`src/sv/mfbp_pkg.sv`:
```
// Shared types and constants for the MSB-first bit packer.
package mfbp_pkg;

   localparam int BYTE_BITS      = 8;
   localparam int CODE_WORD_BITS = 32;
   localparam int COUNT_BITS     = 6;
   // Left-aligned code word holds every bit a 6-bit count can ask for
   localparam int ALIGN_BITS     = 64;
   localparam int MAX_CODE_BITS  = 32;
   localparam int QUEUE_DEPTH    = 2;

   typedef struct packed {
      logic [ALIGN_BITS-1:0] bits;
      logic [COUNT_BITS-1:0] count;
      logic                  flush;
   } mfbp_item_type;

   typedef enum logic {
      BK_IDLE,
      BK_RUN
   } mfbp_back_state_type;

endpackage

```
`src/sv/mfbp_if.sv`:
```
// Valid/ready channel interfaces for packer items and output bytes.
interface mfbp_req_if;
   logic                                valid;
   logic                                ready;
   logic [mfbp_pkg::CODE_WORD_BITS-1:0] code_word;
   logic [mfbp_pkg::COUNT_BITS-1:0]     bit_count;
   logic                                flush_req;

   modport source (output valid, code_word, bit_count, flush_req, input ready);
   modport sink   (input valid, code_word, bit_count, flush_req, output ready);
endinterface

interface mfbp_rsp_if;
   logic                           valid;
   logic                           ready;
   logic [mfbp_pkg::BYTE_BITS-1:0] out_byte;
   logic                           last_of_run;

   modport source (output valid, out_byte, last_of_run, input ready);
   modport sink   (input valid, out_byte, last_of_run, output ready);
endinterface

```
`src/sv/mfbp_front.sv`:
```
// Front end: saturates the bit count and left-aligns the code word.
module mfbp_front #(
   parameter int MAX_CODE_BITS = mfbp_pkg::MAX_CODE_BITS
) (
   mfbp_req_if.sink               req_chan,
   input  logic                   queue_full,
   output logic                   push,
   output mfbp_pkg::mfbp_item_type item
);

   localparam logic [mfbp_pkg::COUNT_BITS:0] MaxCount = (mfbp_pkg::COUNT_BITS+1)'(MAX_CODE_BITS);
   localparam logic [mfbp_pkg::COUNT_BITS:0] AlignCount =
      (mfbp_pkg::COUNT_BITS+1)'(mfbp_pkg::ALIGN_BITS);

   logic [mfbp_pkg::COUNT_BITS-1:0] count_sat;
   logic [mfbp_pkg::COUNT_BITS:0]   shift_amt;
   logic [mfbp_pkg::ALIGN_BITS-1:0] word_ext;

   always_comb begin
      if ({1'b0, req_chan.bit_count} > MaxCount) begin
         count_sat = MaxCount[mfbp_pkg::COUNT_BITS-1:0];
      end else begin
         count_sat = req_chan.bit_count;
      end
      // Put the first bit to append at the top of the aligned word
      shift_amt = AlignCount - {1'b0, count_sat};
      word_ext  = {{(mfbp_pkg::ALIGN_BITS-mfbp_pkg::CODE_WORD_BITS){1'b0}},
                   req_chan.code_word};
      item.bits  = word_ext << shift_amt;
      item.count = count_sat;
      item.flush = req_chan.flush_req;
   end

   assign req_chan.ready = !queue_full;
   assign push           = req_chan.valid && !queue_full;

endmodule

```
`src/sv/mfbp_queue.sv`:
```
// Short item queue between the front end and the packing sequencer.
module mfbp_queue (
   input  logic                    clock,
   input  logic                    reset,
   input  logic                    push,
   input  mfbp_pkg::mfbp_item_type push_item,
   output logic                    full,
   input  logic                    pop,
   output logic                    not_empty,
   output mfbp_pkg::mfbp_item_type head_item
);

   localparam int PtrBits = $clog2(mfbp_pkg::QUEUE_DEPTH);
   localparam int CntBits = $clog2(mfbp_pkg::QUEUE_DEPTH + 1);
   localparam logic [CntBits-1:0] Depth = CntBits'(mfbp_pkg::QUEUE_DEPTH);
   localparam logic [PtrBits-1:0] LastPtr = PtrBits'(mfbp_pkg::QUEUE_DEPTH - 1);

   mfbp_pkg::mfbp_item_type entry_ff [mfbp_pkg::QUEUE_DEPTH];
   logic [PtrBits-1:0] wr_ptr_ff, wr_ptr_in;
   logic [PtrBits-1:0] rd_ptr_ff, rd_ptr_in;
   logic [CntBits-1:0] cnt_ff, cnt_in;
   logic               do_push, do_pop;

   assign full      = (cnt_ff == Depth);
   assign not_empty = (cnt_ff != '0);
   assign head_item = entry_ff[rd_ptr_ff];
   assign do_push   = push && !full;
   assign do_pop    = pop && not_empty;

   always_comb begin
      wr_ptr_in = wr_ptr_ff;
      rd_ptr_in = rd_ptr_ff;
      cnt_in    = cnt_ff;
      if (do_push) begin
         wr_ptr_in = (wr_ptr_ff == LastPtr) ? '0 : wr_ptr_ff + 1'b1;
      end
      if (do_pop) begin
         rd_ptr_in = (rd_ptr_ff == LastPtr) ? '0 : rd_ptr_ff + 1'b1;
      end
      if (do_push && !do_pop) begin
         cnt_in = cnt_ff + 1'b1;
      end else if (do_pop && !do_push) begin
         cnt_in = cnt_ff - 1'b1;
      end
   end

   always_ff @(posedge clock) begin
      if (reset) begin
         wr_ptr_ff <= '0;
         rd_ptr_ff <= '0;
         cnt_ff    <= '0;
      end else begin
         wr_ptr_ff <= wr_ptr_in;
         rd_ptr_ff <= rd_ptr_in;
         cnt_ff    <= cnt_in;
      end
   end

   always_ff @(posedge clock) begin
      if (do_push) begin
         entry_ff[wr_ptr_ff] <= push_item;
      end
   end

endmodule

```
`src/sv/mfbp_back.sv`:
```
// Packing sequencer: shifts bits into the holding byte and emits bytes.
module mfbp_back (
   input  logic                    clock,
   input  logic                    reset,
   input  logic                    item_valid,
   input  mfbp_pkg::mfbp_item_type item,
   output logic                    pop,
   mfbp_rsp_if.source              rsp_chan
);

   localparam int BB = mfbp_pkg::BYTE_BITS;
   localparam int HB = $clog2(BB + 1);
   localparam int AB = mfbp_pkg::ALIGN_BITS;
   localparam int CB = mfbp_pkg::COUNT_BITS;
   localparam logic [HB-1:0] FullCount = HB'(BB);

   mfbp_pkg::mfbp_back_state_type state_ff, state_in;

   logic [BB-1:0] held_ff, held_in;
   logic [HB-1:0] hcnt_ff, hcnt_in;
   logic [AB-1:0] bits_ff, bits_in;
   logic [CB-1:0] rem_ff, rem_in;
   logic          flush_ff, flush_in;
   logic          ovalid_ff, ovalid_in;
   logic [BB-1:0] obyte_ff, obyte_in;
   logic          olast_ff, olast_in;

   logic            slot_free;
   logic            full;
   logic [HB-1:0]   base_cnt;
   logic [HB-1:0]   room;
   logic [HB-1:0]   take;
   logic [BB-1:0]   base;
   logic [2*BB-1:0] shifted;
   logic [BB-1:0]   padded;
   logic            load, step, finish, emit;
   logic [BB-1:0]   emit_byte;
   logic            emit_last;

   assign slot_free = !ovalid_ff || rsp_chan.ready;
   assign full      = (hcnt_ff == FullCount);
   assign base_cnt  = full ? '0 : hcnt_ff;
   assign base      = full ? '0 : held_ff;
   assign room      = FullCount - base_cnt;
   assign take      = ({{(CB-HB){1'b0}}, room} > rem_ff) ? HB'(rem_ff) : room;
   assign shifted   = {base, bits_ff[AB-1 -: BB]} << take;
   assign padded    = held_ff << (FullCount - hcnt_ff);

   // Next state
   always_comb begin
      state_in = state_ff;
      unique case (state_ff)
         mfbp_pkg::BK_IDLE: begin
            if (item_valid) begin
               state_in = mfbp_pkg::BK_RUN;
            end
         end
         mfbp_pkg::BK_RUN: begin
            if (finish) begin
               state_in = mfbp_pkg::BK_IDLE;
            end
         end
         default: state_in = mfbp_pkg::BK_IDLE;
      endcase
   end

   // Sequencer controls
   always_comb begin
      load      = 1'b0;
      step      = 1'b0;
      finish    = 1'b0;
      emit      = 1'b0;
      emit_byte = held_ff;
      emit_last = 1'b0;
      unique case (state_ff)
         mfbp_pkg::BK_IDLE: begin
            load = item_valid;
         end
         mfbp_pkg::BK_RUN: begin
            if (rem_ff != '0) begin
               // A full byte goes out only when a further bit arrives
               if (!full || slot_free) begin
                  step      = 1'b1;
                  emit      = full;
                  emit_last = (rem_ff == CB'(take)) && !flush_ff;
               end
            end else if (flush_ff && (hcnt_ff != '0)) begin
               if (slot_free) begin
                  finish    = 1'b1;
                  emit      = 1'b1;
                  emit_byte = padded;
                  emit_last = 1'b1;
               end
            end else begin
               finish = 1'b1;
            end
         end
         default: ;
      endcase
   end

   assign pop = load;

   always_comb begin
      held_in  = held_ff;
      hcnt_in  = hcnt_ff;
      bits_in  = bits_ff;
      rem_in   = rem_ff;
      flush_in = flush_ff;
      if (load) begin
         bits_in  = item.bits;
         rem_in   = item.count;
         flush_in = item.flush;
      end else if (step) begin
         held_in = shifted[2*BB-1 -: BB];
         hcnt_in = base_cnt + take;
         bits_in = bits_ff << take;
         rem_in  = rem_ff - CB'(take);
      end else if (finish && emit) begin
         held_in = '0;
         hcnt_in = '0;
      end
   end

   always_comb begin
      ovalid_in = ovalid_ff;
      obyte_in  = obyte_ff;
      olast_in  = olast_ff;
      if (emit) begin
         ovalid_in = 1'b1;
         obyte_in  = emit_byte;
         olast_in  = emit_last;
      end else if (rsp_chan.ready) begin
         ovalid_in = 1'b0;
      end
   end

   always_ff @(posedge clock) begin
      if (reset) begin
         state_ff  <= mfbp_pkg::BK_IDLE;
         held_ff   <= '0;
         hcnt_ff   <= '0;
         rem_ff    <= '0;
         flush_ff  <= 1'b0;
         ovalid_ff <= 1'b0;
      end else begin
         state_ff  <= state_in;
         held_ff   <= held_in;
         hcnt_ff   <= hcnt_in;
         rem_ff    <= rem_in;
         flush_ff  <= flush_in;
         ovalid_ff <= ovalid_in;
      end
   end

   always_ff @(posedge clock) begin
      bits_ff  <= bits_in;
      obyte_ff <= obyte_in;
      olast_ff <= olast_in;
   end

   assign rsp_chan.valid       = ovalid_ff;
   assign rsp_chan.out_byte    = obyte_ff;
   assign rsp_chan.last_of_run = olast_ff;

endmodule

```
`src/sv/msb_first_bit_packer.sv`:
```
// MSB-first variable-length bit packer: front end, item queue and packing sequencer.
// Each item appends the low bit_count bits of code_word (count saturated to
// MAX_CODE_BITS) to an 8-bit holding byte, first bit at the MSB; a full byte
// is sent only when a further bit arrives or a flush pads and sends it. The
// packing sequencer handles an item as a load step, one fill step of up to 8
// bits per holding-byte fill (5 steps for 32 bits that straddle a byte
// boundary) and a closing step that also sends a flushed byte; a step that
// sends a byte waits while the output is stalled. A two-entry queue lets new
// items be taken while the sequencer works.
module msb_first_bit_packer #(
   parameter int MAX_CODE_BITS = mfbp_pkg::MAX_CODE_BITS
) (
   input  logic       clock,
   input  logic       reset,
   mfbp_req_if.sink   req_chan,
   mfbp_rsp_if.source rsp_chan
);

   logic                    queue_full;
   logic                    push;
   logic                    pop;
   logic                    head_valid;
   mfbp_pkg::mfbp_item_type front_item;
   mfbp_pkg::mfbp_item_type head_item;

   mfbp_front #(
      .MAX_CODE_BITS(MAX_CODE_BITS)
   ) u_front (
      .req_chan  (req_chan),
      .queue_full(queue_full),
      .push      (push),
      .item      (front_item)
   );

   mfbp_queue u_queue (
      .clock    (clock),
      .reset    (reset),
      .push     (push),
      .push_item(front_item),
      .full     (queue_full),
      .pop      (pop),
      .not_empty(head_valid),
      .head_item(head_item)
   );

   mfbp_back u_back (
      .clock     (clock),
      .reset     (reset),
      .item_valid(head_valid),
      .item      (head_item),
      .pop       (pop),
      .rsp_chan  (rsp_chan)
   );

endmodule

```
`src/flat_wrapper.sv`:
```
// flat-port wrapper written by rule: the top's interface ports become plain ports
module msb_first_bit_packer_flat 
#(
   parameter int MAX_CODE_BITS = mfbp_pkg::MAX_CODE_BITS
)
  (clock, reset, req_chan_valid, req_chan_code_word, req_chan_bit_count, req_chan_flush_req, req_chan_ready, rsp_chan_valid, rsp_chan_out_byte, rsp_chan_last_of_run, rsp_chan_ready);
  mfbp_req_if req_chan_i ();
  mfbp_rsp_if rsp_chan_i ();
  input  logic clock;
  input  logic reset;
  input wire logic [$bits(req_chan_i.valid)-1:0] req_chan_valid;
  input wire logic [$bits(req_chan_i.code_word)-1:0] req_chan_code_word;
  input wire logic [$bits(req_chan_i.bit_count)-1:0] req_chan_bit_count;
  input wire logic [$bits(req_chan_i.flush_req)-1:0] req_chan_flush_req;
  output wire logic [$bits(req_chan_i.ready)-1:0] req_chan_ready;
  output wire logic [$bits(rsp_chan_i.valid)-1:0] rsp_chan_valid;
  output wire logic [$bits(rsp_chan_i.out_byte)-1:0] rsp_chan_out_byte;
  output wire logic [$bits(rsp_chan_i.last_of_run)-1:0] rsp_chan_last_of_run;
  input wire logic [$bits(rsp_chan_i.ready)-1:0] rsp_chan_ready;
  assign req_chan_i.valid = req_chan_valid;
  assign req_chan_i.code_word = req_chan_code_word;
  assign req_chan_i.bit_count = req_chan_bit_count;
  assign req_chan_i.flush_req = req_chan_flush_req;
  assign req_chan_ready = req_chan_i.ready;
  assign rsp_chan_valid = rsp_chan_i.valid;
  assign rsp_chan_out_byte = rsp_chan_i.out_byte;
  assign rsp_chan_last_of_run = rsp_chan_i.last_of_run;
  assign rsp_chan_i.ready = rsp_chan_ready;
  msb_first_bit_packer #(.MAX_CODE_BITS(MAX_CODE_BITS)) u_core (.clock(clock), .reset(reset), .req_chan(req_chan_i), .rsp_chan(rsp_chan_i));
endmodule
```
`config.mk`:
```
export PLATFORM = sky130hd
export DESIGN_NAME = msb_first_bit_packer_flat
export DESIGN_NICKNAME = d
export VERILOG_FILES = /design/src/sv/mfbp_pkg.sv /design/src/sv/mfbp_if.sv /design/src/sv/mfbp_front.sv /design/src/sv/mfbp_queue.sv /design/src/sv/mfbp_back.sv /design/src/sv/msb_first_bit_packer.sv /design/src/flat_wrapper.sv
export SDC_FILE = /design/constraint.sdc
export NUM_CORES = 1
export LEC_CHECK = 0
export BUFFER_PORTS_ARGS = -buffer_cell sky130_fd_sc_hd__buf_2
export CAP_MARGIN = 20
export CORE_UTILIZATION = 45
export CTS_CLUSTER_DIAMETER = 50
export CTS_CLUSTER_SIZE = 40
export DETAILED_ROUTE_END_ITERATION = 6
export PLACE_DENSITY = 0.69
export REMOVE_ABC_BUFFERS = 1
export SYNTH_ARGS = -nofsm -noshare
export SYNTH_HDL_FRONTEND = slang
export SYNTH_HIERARCHICAL = 1
export SYNTH_SLANG_ARGS = --single-unit
```
`constraint.sdc`:
```
create_clock -name clock -period 6 [get_ports clock]
set_input_delay 0 -clock clock [delete_from_list [all_inputs] [get_ports clock]]
set_output_delay 0 -clock clock [all_outputs]
set_load 0.01 [all_outputs]
```
After elaboration in Yosys (flattened, before gate mapping)
Memories as Yosys holds them, arrays and structs flattened. A register that Yosys moved wholly into a read port is not among the register bits.
Index checks and enable logic that the tools add are counted.

storage, ports and cells
  memories kept = 1
  RAM bits = 142
  bits in registers = 98
  output and inout bits = 11
  logic and storage cells = 100

memory list
  name                     depth  width  rd ports  clocked after memory_dff  write ports  RTL line          text
  u_core.u_queue.entry_ff  2      71     1         1                         1            mfbp_queue.sv:18  mfbp_pkg::mfbp_item_type entry_ff [mfbp_pkg::QUEUE_DEPTH];

operators by class
  bitwise operators = 2
  shifts and indexed selects = 4
  add/sub/neg operators = 9
  mux-type cells = 43
  eq/ne operators = 3
  reduce and logical (&&, ||, !) cells = 24
  $lt $le $gt $ge = 2

operator list
  operator                                          number
  two-way mux 64 bit                                2
  << shifter 32 x 7 -> 64 bit                       1
  << shifter 64 x 4 -> 64 bit                       1
  two-way mux 8 bit                                 7
  two-way mux 1 bit                                 24
  two-way mux 6 bit                                 3
  two-way mux 4 bit                                 4
  << shifter 16 x 4 -> 16 bit                       1
  nonzero test 2 bit                                5
  logical AND 1 bit                                 8
  << shifter 8 x 4 -> 8 bit                         1
  subtractor 4 bit (first input constant)           2
  subtractor 7 x 6 -> 7 bit (first input constant)  1
  equality test 6 x 4 -> 1 bit                      1
  > comparator 4 x 6 -> 1 bit                       1
  > comparator 6 bit (second input constant)        1
  logical NOT 1 bit                                 6
  nonzero test 6 bit                                1
  subtractor 6 x 4 -> 6 bit                         1
  adder 4 bit                                       1
  equality test 4 bit (second input constant)       1
  two-way mux 2 bit                                 2
  nonzero test 4 bit                                1
  adder 1 bit (second input constant)               2
  other kinds (7)                                   9

Depth between registers and ports, before layout
Gate-level depths: netlist (run 1).

  depth after elaboration = 9
  depth in mapped cells = 24

Modules after synthesis
Netlist (run 1), hierarchy kept.

by module, submodules not included
  module      cells an instance  area an instance (um2)  instances
  mfbp_back   1021               8096.5                  1
  mfbp_queue  246                5333.9                  1
  mfbp_front  376                2622.5                  1

Least setup slack after synthesis (run 1)
Ideal clock, no wire load.

  path kind = register to register
  start point = reg u_core.u_back.hcnt_ff[0]
  end point = reg u_core.u_back.rem_ff[4]
  path slack = 1.724 ns
  stages on the path, launching flop included = 25
  period minus slack after synthesis = 4.276 ns
  buffers on the path = 4
  setup time = 0.086 ns
  data arrival time = 4.191 ns
  cell sequence = dfxtp_1 -> buf_2 -> inv_2 -> ha_1 -> and3b_1 -> buf_2 -> nor2_1 -> inv_1 -> ha_1 -> and4_1 -> nor3_1 -> a21boi_2 -> nor2_1 -> inv_2 -> buf_2 -> buf_2 -> ha_1 -> inv_1 -> ha_1 -> nand2b_1 -> a21oi_1 -> nor2_1 -> a211oi_1 -> xnor2_1 -> a211oi_1

between the ends
  cells in the longest elaborated chain, start to end = 8
  elaborated cells on any way between the ends = 14

ends and longest elaborated chain
  item                         RTL line          text
  from (decl)                  mfbp_back.sv:20   logic [HB-1:0] hcnt_ff, hcnt_in;
  from (signal assigned)       mfbp_back.sv:149  hcnt_ff <= hcnt_in;
  equality test 4 bit          mfbp_back.sv:41   assign full = (hcnt_ff == FullCount);
  two-way mux 4 bit            mfbp_back.sv:42   assign base_cnt = full ? '0 : hcnt_ff;
  subtractor 4 bit             mfbp_back.sv:44   assign room = FullCount - base_cnt;
  > comparator 4 x 6 -> 1 bit  mfbp_back.sv:45   assign take = ({{(CB-HB){1'b0}}, room} > rem_ff) ? HB'(rem_ff) : room;
  two-way mux 4 bit            mfbp_back.sv:45
  subtractor 6 x 4 -> 6 bit    mfbp_back.sv:118  rem_in = rem_ff - CB'(take);
  two-way mux 6 bit            mfbp_back.sv:114  end else if (step) begin
  two-way mux 6 bit            mfbp_back.sv:110  if (load) begin
  to (signal assigned)         mfbp_back.sv:150  rem_ff <= rem_in;
  to (decl)                    mfbp_back.sv:22   logic [CB-1:0] rem_ff, rem_in;

Several ways; a longest one is shown, not always the timed one. The select of a mux whose other input is x is not followed.
A chain may end at the register's enable or synchronous reset.

Final worst setup path (run 1)
  start point = reg u_core.u_back.hcnt_ff[0]
  end point = reg u_core.u_back.bits_ff[18] (data pin)

between the ends
  cells in the longest elaborated chain, start to end = 8

ends and longest elaborated chain
  item                           RTL line          text
  equality test 4 bit            mfbp_back.sv:41
  two-way mux 4 bit *            mfbp_back.sv:42
  subtractor 4 bit *             mfbp_back.sv:44
  > comparator 4 x 6 -> 1 bit    mfbp_back.sv:45
  two-way mux 4 bit *            mfbp_back.sv:45
  << shifter 64 x 4 -> 64 bit *  mfbp_back.sv:117  bits_in = bits_ff << take;
  two-way mux 64 bit *           mfbp_back.sv:114
  two-way mux 64 bit *           mfbp_back.sv:110
  net u_core.u_back.bits_in[18]  mfbp_back.sv:21   logic [AB-1:0] bits_ff, bits_in;
  to (signal assigned)           mfbp_back.sv:157  bits_ff <= bits_in;
  to (decl)                      mfbp_back.sv:21

Mark *: on every way through the listed nets, which the timed path passes. The rest lies on a longest branch. The select of a mux whose other input is x is not followed.

==> metrics.md, run 1 <==
| Metric | Value |
|---|---|
| Status | finished, final reports clean |
| Cell variety after synth | 85 |
| Slew headroom | 28.1% |
| EDFF count, synth | 215 |
| Worst Hold Class | in2reg |
| Via count | 13.7k |
| Top FF cell, synth | edfxtp_1 |
| Vias per inst | 6.50 |
| Vias in the first global route | 12.9k |
| Synth warnings | 6 |
| Cells after synthesis | 1643 |
| Pin count of the biggest net entering global routing | 72 |
| Port Buf Inserts | 53 |
| Slew Limit Fails | 0 |
| CP required | 6310 ps |
| Final Hold Vio Count | 0 |
| GRT overflow | 0 |
| Post-CTS Setup Bufs | 0 |
| Final core occ | 50.5% |
| Max Fclk | 191 MHz |
| Static Leak | 0.00621 uW |
| Worst skew pair latency | 550 ps |
| Htree depth | 1 |
| Startpoint Class | register |
| Placed cells | 2049 |
| Number of synthesized register bits | 241 |
| Cts bufs inserted | 26 |
| Initial drt markers | 1592 |
| CTS Root Cell | clkbuf_16 |
| Gr usage total | 25.2% |
| Die W | 191 um |
| Max Root-Sink Buffers | 3 |
| Initial Utilization | 46.1% |
| Total clock sinks | 241 |
| TNS Setup | 0 ps |
| Max cap viols | 0 |
| Residual DRC | 0 |
| Die Ht | 191 um |
| Non-filler instance count after layout | 2105 |
| Fin crit share | 87.2% |
| N_diodes | 0 |
| Post-Syn Area per Cell | 9.77 sq um |
| CTS clk-pin slew, worst paths | 70 ps |
| First-pass GRT wire length | 73000 um |
| P per Cell Area | 637 nW/um^2 |
| Core area | 34800 sq um |
| FP Rows | 68 |
| Post-synth ARST share | 0% |
| Share of layout cells above drive strength 1 | 17.1% |
| RSZ-0062 raised after global routing | false |
| Final net count | 1686 |
| Post-Syn Area | 16100 sq um |
| CTS Hold Bufs | 8 |
| Placer Congestion | 0.971 |
| Worst setup EP type | register |
| Die ar. | 36400 sq um |
| Worst EP arrival | 5540 ps |
| CTS tree | built |
| Worst slew pin tran | 1080 ps |
| Routed WL per cell | 21.9 um |
| Filler cells | 3156 |
| Routed Antenna Nets | 0 |
| Ports | 54 |
| WL final | 46200 um |
| Clock Skews | 10.7 ps |
| Hpwl dp | 32500 um |
| Initial antenna violation count | 0 |
| Drt pass-1 iters | 6 |
| Synthesis-to-layout area growth | 9.48% |
| Crit path kind | reg2reg |
| Minimum clock period | 5230 ps |
| Register area share after synthesis | 43.5% |
| Largest fanout on the critical path | 35 |
| Final setup violation count | 0 |
| Post_cts resized | 0 |
| Peak supply drop | 0.320 mV |
-- kinds of logic (layout without fill, tap and decap cells) --
kind of cell,count (synthesis),in the layout,synth area share [%]
other,1,20,0.0234
XOR/XNOR,14,14,0.764
adder cells (fa/ha/maj),13,13,1.01
flip-flops,241,241,43.5
AND/OR/NAND/NOR,594,594,18.3
multiplexers,201,201,14.1
AO/OA/AOI/OAI,400,400,17.1
buffers and inverters,179,167,5.28
-- sequential cells by signal, summed over array words and instances, names as in the netlist, named ones only --
| signal | count |
|---|---|
| u_core/u_queue/entry_ff | 142 |
| u_core/u_back/bits_ff | 64 |
| u_core/u_back/held_ff | 8 |
| u_core/u_back/rsp_chan.out_byte | 8 |
| u_core/u_back/rem_ff | 6 |
| u_core/u_back/hcnt_ff | 4 |
| u_core/u_queue/cnt_ff | 2 |
| u_core/u_back/flush_ff | 1 |
| u_core/u_back/rsp_chan.last_of_run | 1 |
| u_core/u_back/rsp_chan.valid | 1 |
| u_core/u_back/state_ff | 1 |
| u_core/u_queue/rd_ptr_ff | 1 |
| u_core/u_queue/wr_ptr_ff | 1 |
-- metrics by stage --
step	instance area, sq um	hold slack, ps	setup slack, ps	power [uW]
finish	17600	52.0	768	11200
global route	17600	43.4	431	11900
CTS	17600	31.7	812	11100
detailed placement	16600	213	818	9360
global placement	16600	190	920	9280
floorplan	15400	69.1	-297	7460
-- worst max-delay path, stage by stage, from the launching register on --
cell and delay [ps]:
dfxtp_1 570, inv_2 180, ha_1 690, ha_1 360, nor2b_1 180, o31a_1 330, o211ai_2 430, mux2_2 550
inv_1 380, nor2_4 700, buf_4 340, a32oi_1 120, o21a_1 130
-- Yosys cell counts, types with 5 or more instances --
cell type | count | share of area [%]
o31ai_1 | 10 | 0.47
buf_2 | 36 | 1.1
nor3_1 | 28 | 0.87
nor2_1 | 84 | 2.0
a31oi_1 | 13 | 0.51
o22ai_1 | 24 | 0.94
mux2i_1 | 91 | 5.7
o211ai_1 | 10 | 0.47
a32oi_1 | 8 | 0.44
dfxtp_1 | 26 | 3.2
mux4_2 | 9 | 1.3
a21oi_1 | 45 | 1.4
inv_1 | 22 | 0.51
a211oi_1 | 12 | 0.56
or3_1 | 5 | 0.19
nand3_1 | 252 | 7.9
edfxtp_1 | 215 | 40
xor2_1 | 6 | 0.33
o21a_1 | 42 | 2.0
a21o_1 | 6 | 0.28
ha_1 | 13 | 1.0
nor2b_1 | 8 | 0.31
and3_1 | 15 | 0.58
buf_4 | 29 | 1.4
a221oi_1 | 6 | 0.33
xnor2_1 | 8 | 0.44
o21ai_0 | 100 | 3.1
nand2b_1 | 8 | 0.31
nand2_1 | 106 | 2.5
a22oi_1 | 46 | 2.2
o2bb2ai_1 | 6 | 0.33
nand4_1 | 55 | 2.1
buf_1 | 9 | 0.21
mux2_2 | 100 | 7.0
clkbuf_1 | 76 | 1.8
and2_1 | 11 | 0.43
-- power breakdown --
| group | internal [uW] | leakage, uW | switching, uW |
|---|---|---|---|
| Combinational | 2270 | 0.00351 | 4090 |
| Clock | 927 | 0.000454 | 784 |
| Sequential | 2750 | 0.00224 | 364 |
| Total | 5950 | 0.00621 | 5240 |
-- final timing paths --
path / from / endpoint / slack [ps] / depth (start not counted)
worst min register to register: u_core/u_queue/wr_ptr_ff / u_core/u_queue/wr_ptr_ff / 510 / 2
worst min-delay path: req_chan_bit_count[2] / u_core/u_queue/entry_ff[1][3] / 50 / 2
worst max-delay path: u_core/u_back/hcnt_ff[0] / u_core/u_back/bits_ff[18] / 770 / 12
worst max register to register: u_core/u_back/hcnt_ff[0] / u_core/u_back/bits_ff[18] / 770 / 12
-- layout by cell type, fill, tap and decap left out, types with 45 or more instances in the layout --
| master | count |
|---|---|
| nand2_1 | 106 |
| nand4_1 | 55 |
| edfxtp_1 | 215 |
| o21ai_0 | 100 |
| mux2_2 | 100 |
| mux2i_1 | 91 |
| a21oi_1 | 45 |
| a22oi_1 | 45 |
| nor2_1 | 80 |
| nand3_1 | 252 |
| buf_2 | 53 |
-- per-layer routing --
layer	global-route usage (%)	part of all wire [%]	up-vias
met4	9.82	4.1	0
met5	0	0	-
met3	3.13	7.6	143
li1	-	-	6309
met2	41.5	47	744
met1	33.7	41	6484
-- final cells by class --
type                    instances  area (sq um)  area share [%]
well taps                     455           569            3.24
clock buffers                  27           676            3.84
multi-input cells            1242          8400            47.8
repair buffers                 93           586            3.33
clock inverters                21           265            1.51
flip-flops and latches        241          6980            39.7
inverters                      26          97.6           0.555
No activity file was read; power rests on OpenSTA's default activity.
==> run 2, diff against run 1 <==
Settings changed: GPL_TIMING_DRIVEN set to 0.
==> run 2 against run 1 <==
Cell area rose by 2.9%. Highest routed layer unchanged. Sequential power fell by 2%. Routed wire length rose by 0.13%. Via count rose by 0.97%. Hold slack improved by 11 ps. Global-route usage fell by 0.28 points. Die area did not move. Largest cell class unchanged. Final cell count rose by 0.14%. Power rose by 4.4%. Sequential cell count did not move. Non-clock buffer count fell by 3.
==> metrics.md, run 2 (synthesis gave the netlist of run 1 again) <==
| Metric | Value |
|---|---|
| Status | finished, final reports clean |
| Routed Antenna Nets | 0 |
| Final net count | 1686 |
| Worst skew pair latency | 560 ps |
| Reg power frac | 26.0% |
| Minimum clock period | 5680 ps |
| Worst slew pin tran | 1080 ps |
| Die Ht | 191 um |
| Fin crit share | 94.6% |
| Post-CTS Setup Bufs | 0 |
| Pin count of the biggest net entering global routing | 73 |
| Share of layout cells above drive strength 1 | 17.4% |
| Via count | 13.8k |
| Core area | 34800 sq um |
| Residual DRC | 0 |
| Cell mode on critical path | ha_1 |
| CTS tree | built |
| Max Root-Sink Buffers | 3 |
| Synthesis-to-layout area growth | 12.6% |
| Static Leak | 0.00639 uW |
| Final core occ | 52.0% |
| Worst Hold Class | in2reg |
| Logic pwr share | 57.8% |
| Clock Skews | 15.8 ps |
| Most frequent cells in the layout | nand3_1, edfxtp_1, nand2_1 |
| Htree depth | 1 |
| Worst stage delay on the critical path | 610 ps |
| Peak supply drop | 0.377 mV |
| Slew Limit Fails | 0 |
| P_sw | 5450 uW |
| Placed cells | 2045 |
| Vias in the first global route | 13.1k |
| CTS clk-pin slew, worst paths | 70 ps |
| P per Cell Area | 646 nW/um^2 |
| Global routing met3 resource utilization | 3.04% |
| Die W | 191 um |
| Initial antenna violation count | 0 |
| Cts bufs inserted | 29 |
| Max FFs per register | 142 |
| Worst EP arrival | 6160 ps |
| WL final | 46300 um |
| Vias per inst | 6.55 |
| Port Buf Inserts | 53 |
| Initial Utilization | 46.1% |
| Non-filler instance count after layout | 2108 |
| Ports | 54 |
| Placer Congestion | 0.948 |
| Slack of the critical path | 322 ps |
| GRT overflow | 0 |
| Largest register by flop count | u_core/u_queue/entry_ff |
| Startpoint Class | register |
| Routed WL per cell | 21.9 um |
| Hpwl dp | 32900 um |
| GR Util met2 | 40.6% |
| Max Fclk | 176 MHz |
| Commonest non-fill, non-tap cell in the layout | nand3_1 |
| Top Registers | u_core/u_queue/entry_ff (142), u_core/u_back/bits_ff (64) |
| Drt pass-1 iters | 6 |
| CTS Root Cell | clkbuf_16 |
| Hold Slack | 63.3 ps |
| N_diodes | 0 |
| RSZ-0062 raised after global routing | false |
| CP required | 6480 ps |
| Final setup violation count | 0 |
| M1 GR Usage | 33.2% |
| Worst setup EP type | register |
| Fraction of power spent switching nets | 46.6% |
| Initial drt markers | 1952 |
| Crit path kind | reg2reg |
| Max cap viols | 0 |
| Global routing's busiest layer | met2 |
| Slowest cell on the critical path | dfxtp_1 |
| Worst slack at placement | -553 ps |
| Internal power | 6240 uW |
| Critical-path cell list | inv_2 > ha_1 > xor2_4 > inv_1 > ha_1 > o31ai_4 > a21boi_4 > nor2_4 > buf_16 > clkinv_2 > ha_1 > a211oi_1 > o21ai_0 > a21oi_1 > a2111oi_0 > xnor2_1 > a211oi_1 |
| Power share of the clock group | 16.1% |
| First-pass GRT wire length | 72000 um |
| Total clock sinks | 241 |
| Gr usage total | 25.0% |
| Final Hold Vio Count | 0 |
| Slew headroom | 27.7% |
| Die ar. | 36400 sq um |
| Largest fanout on the critical path | 22 |
| FP Rows | 68 |
==> run 2: worst max-delay path: cells and delay by family (launching register included) <==
| family | cells | cell delay [ps] |
|---|---|---|
| AO/OA/AOI/OAI | 7 | 1900 |
| XOR/XNOR | 2 | 540 |
| adder cells (fa/ha/maj) | 3 | 1060 |
| buffers and inverters | 4 | 1030 |
| flip-flops | 1 | 610 |
| AND/OR/NAND/NOR | 1 | 420 |
==> run 2: cell type report <==
type,instances,area (sq um)
inverters,26,101
repair buffers,90,888
fillers,3100,16700
multi-input cells,1242,8470
clock inverters,25,348
flip-flops and latches,241,6980
well taps,455,569
clock buffers,29,726
==> run 2: what timing repair did <==
action	4_1_cts	5_1_grt
setup endpoints to repair	14	14
endpoints found under the hold margin	28	0
hold buffers	8	0
resized for setup	3	4
==> run 2: worst paths after layout <==
check / from / to / slack [ps] / cells past startpoint
worst max-delay path: u_core/u_back/hcnt_ff[0] / u_core/u_back/rem_ff[5] / 320 / 17
worst min-delay path: req_chan_bit_count[2] / u_core/u_queue/entry_ff[1][3] / 60 / 2
worst max register to register: u_core/u_back/hcnt_ff[0] / u_core/u_back/rem_ff[5] / 320 / 17
worst min register to register: u_core/u_queue/wr_ptr_ff / u_core/u_queue/wr_ptr_ff / 490 / 2
==> run 2: power groups by stage <==
| stage | combinational (uW) | sequential, uW | clock [uW] |
|---|---|---|---|
| after floorplan | 4450 | 3010 | 0 |
| after global placement | 6130 | 3160 | 0 |
| after detailed placement | 6550 | 3060 | 0 |
| after CTS | 6590 | 3030 | 1920 |
| after global routing | 7260 | 3080 | 1990 |
| final | 6760 | 3040 | 1890 |
==> run 2: routing by layer <==
layer	vias up	part of all wire (%)	wire [um]
li1	6328	-	-
met1	6537	41	19200
met2	787	46	21500
met3	161	7.8	3590
met4	0	4.3	1990
met5	-	0	0
==> run 2: through the flow <==
step / instance area (sq um) / total power [uW] / setup TNS [ps]
finish: 18100 / 11700 / 0
global route: 18100 / 12300 / 0
CTS: 18000 / 11500 / 0
detailed placement: 16900 / 9610 / -1990
global placement: 16200 / 9290 / -257180
floorplan: 15400 / 7460 / -11870
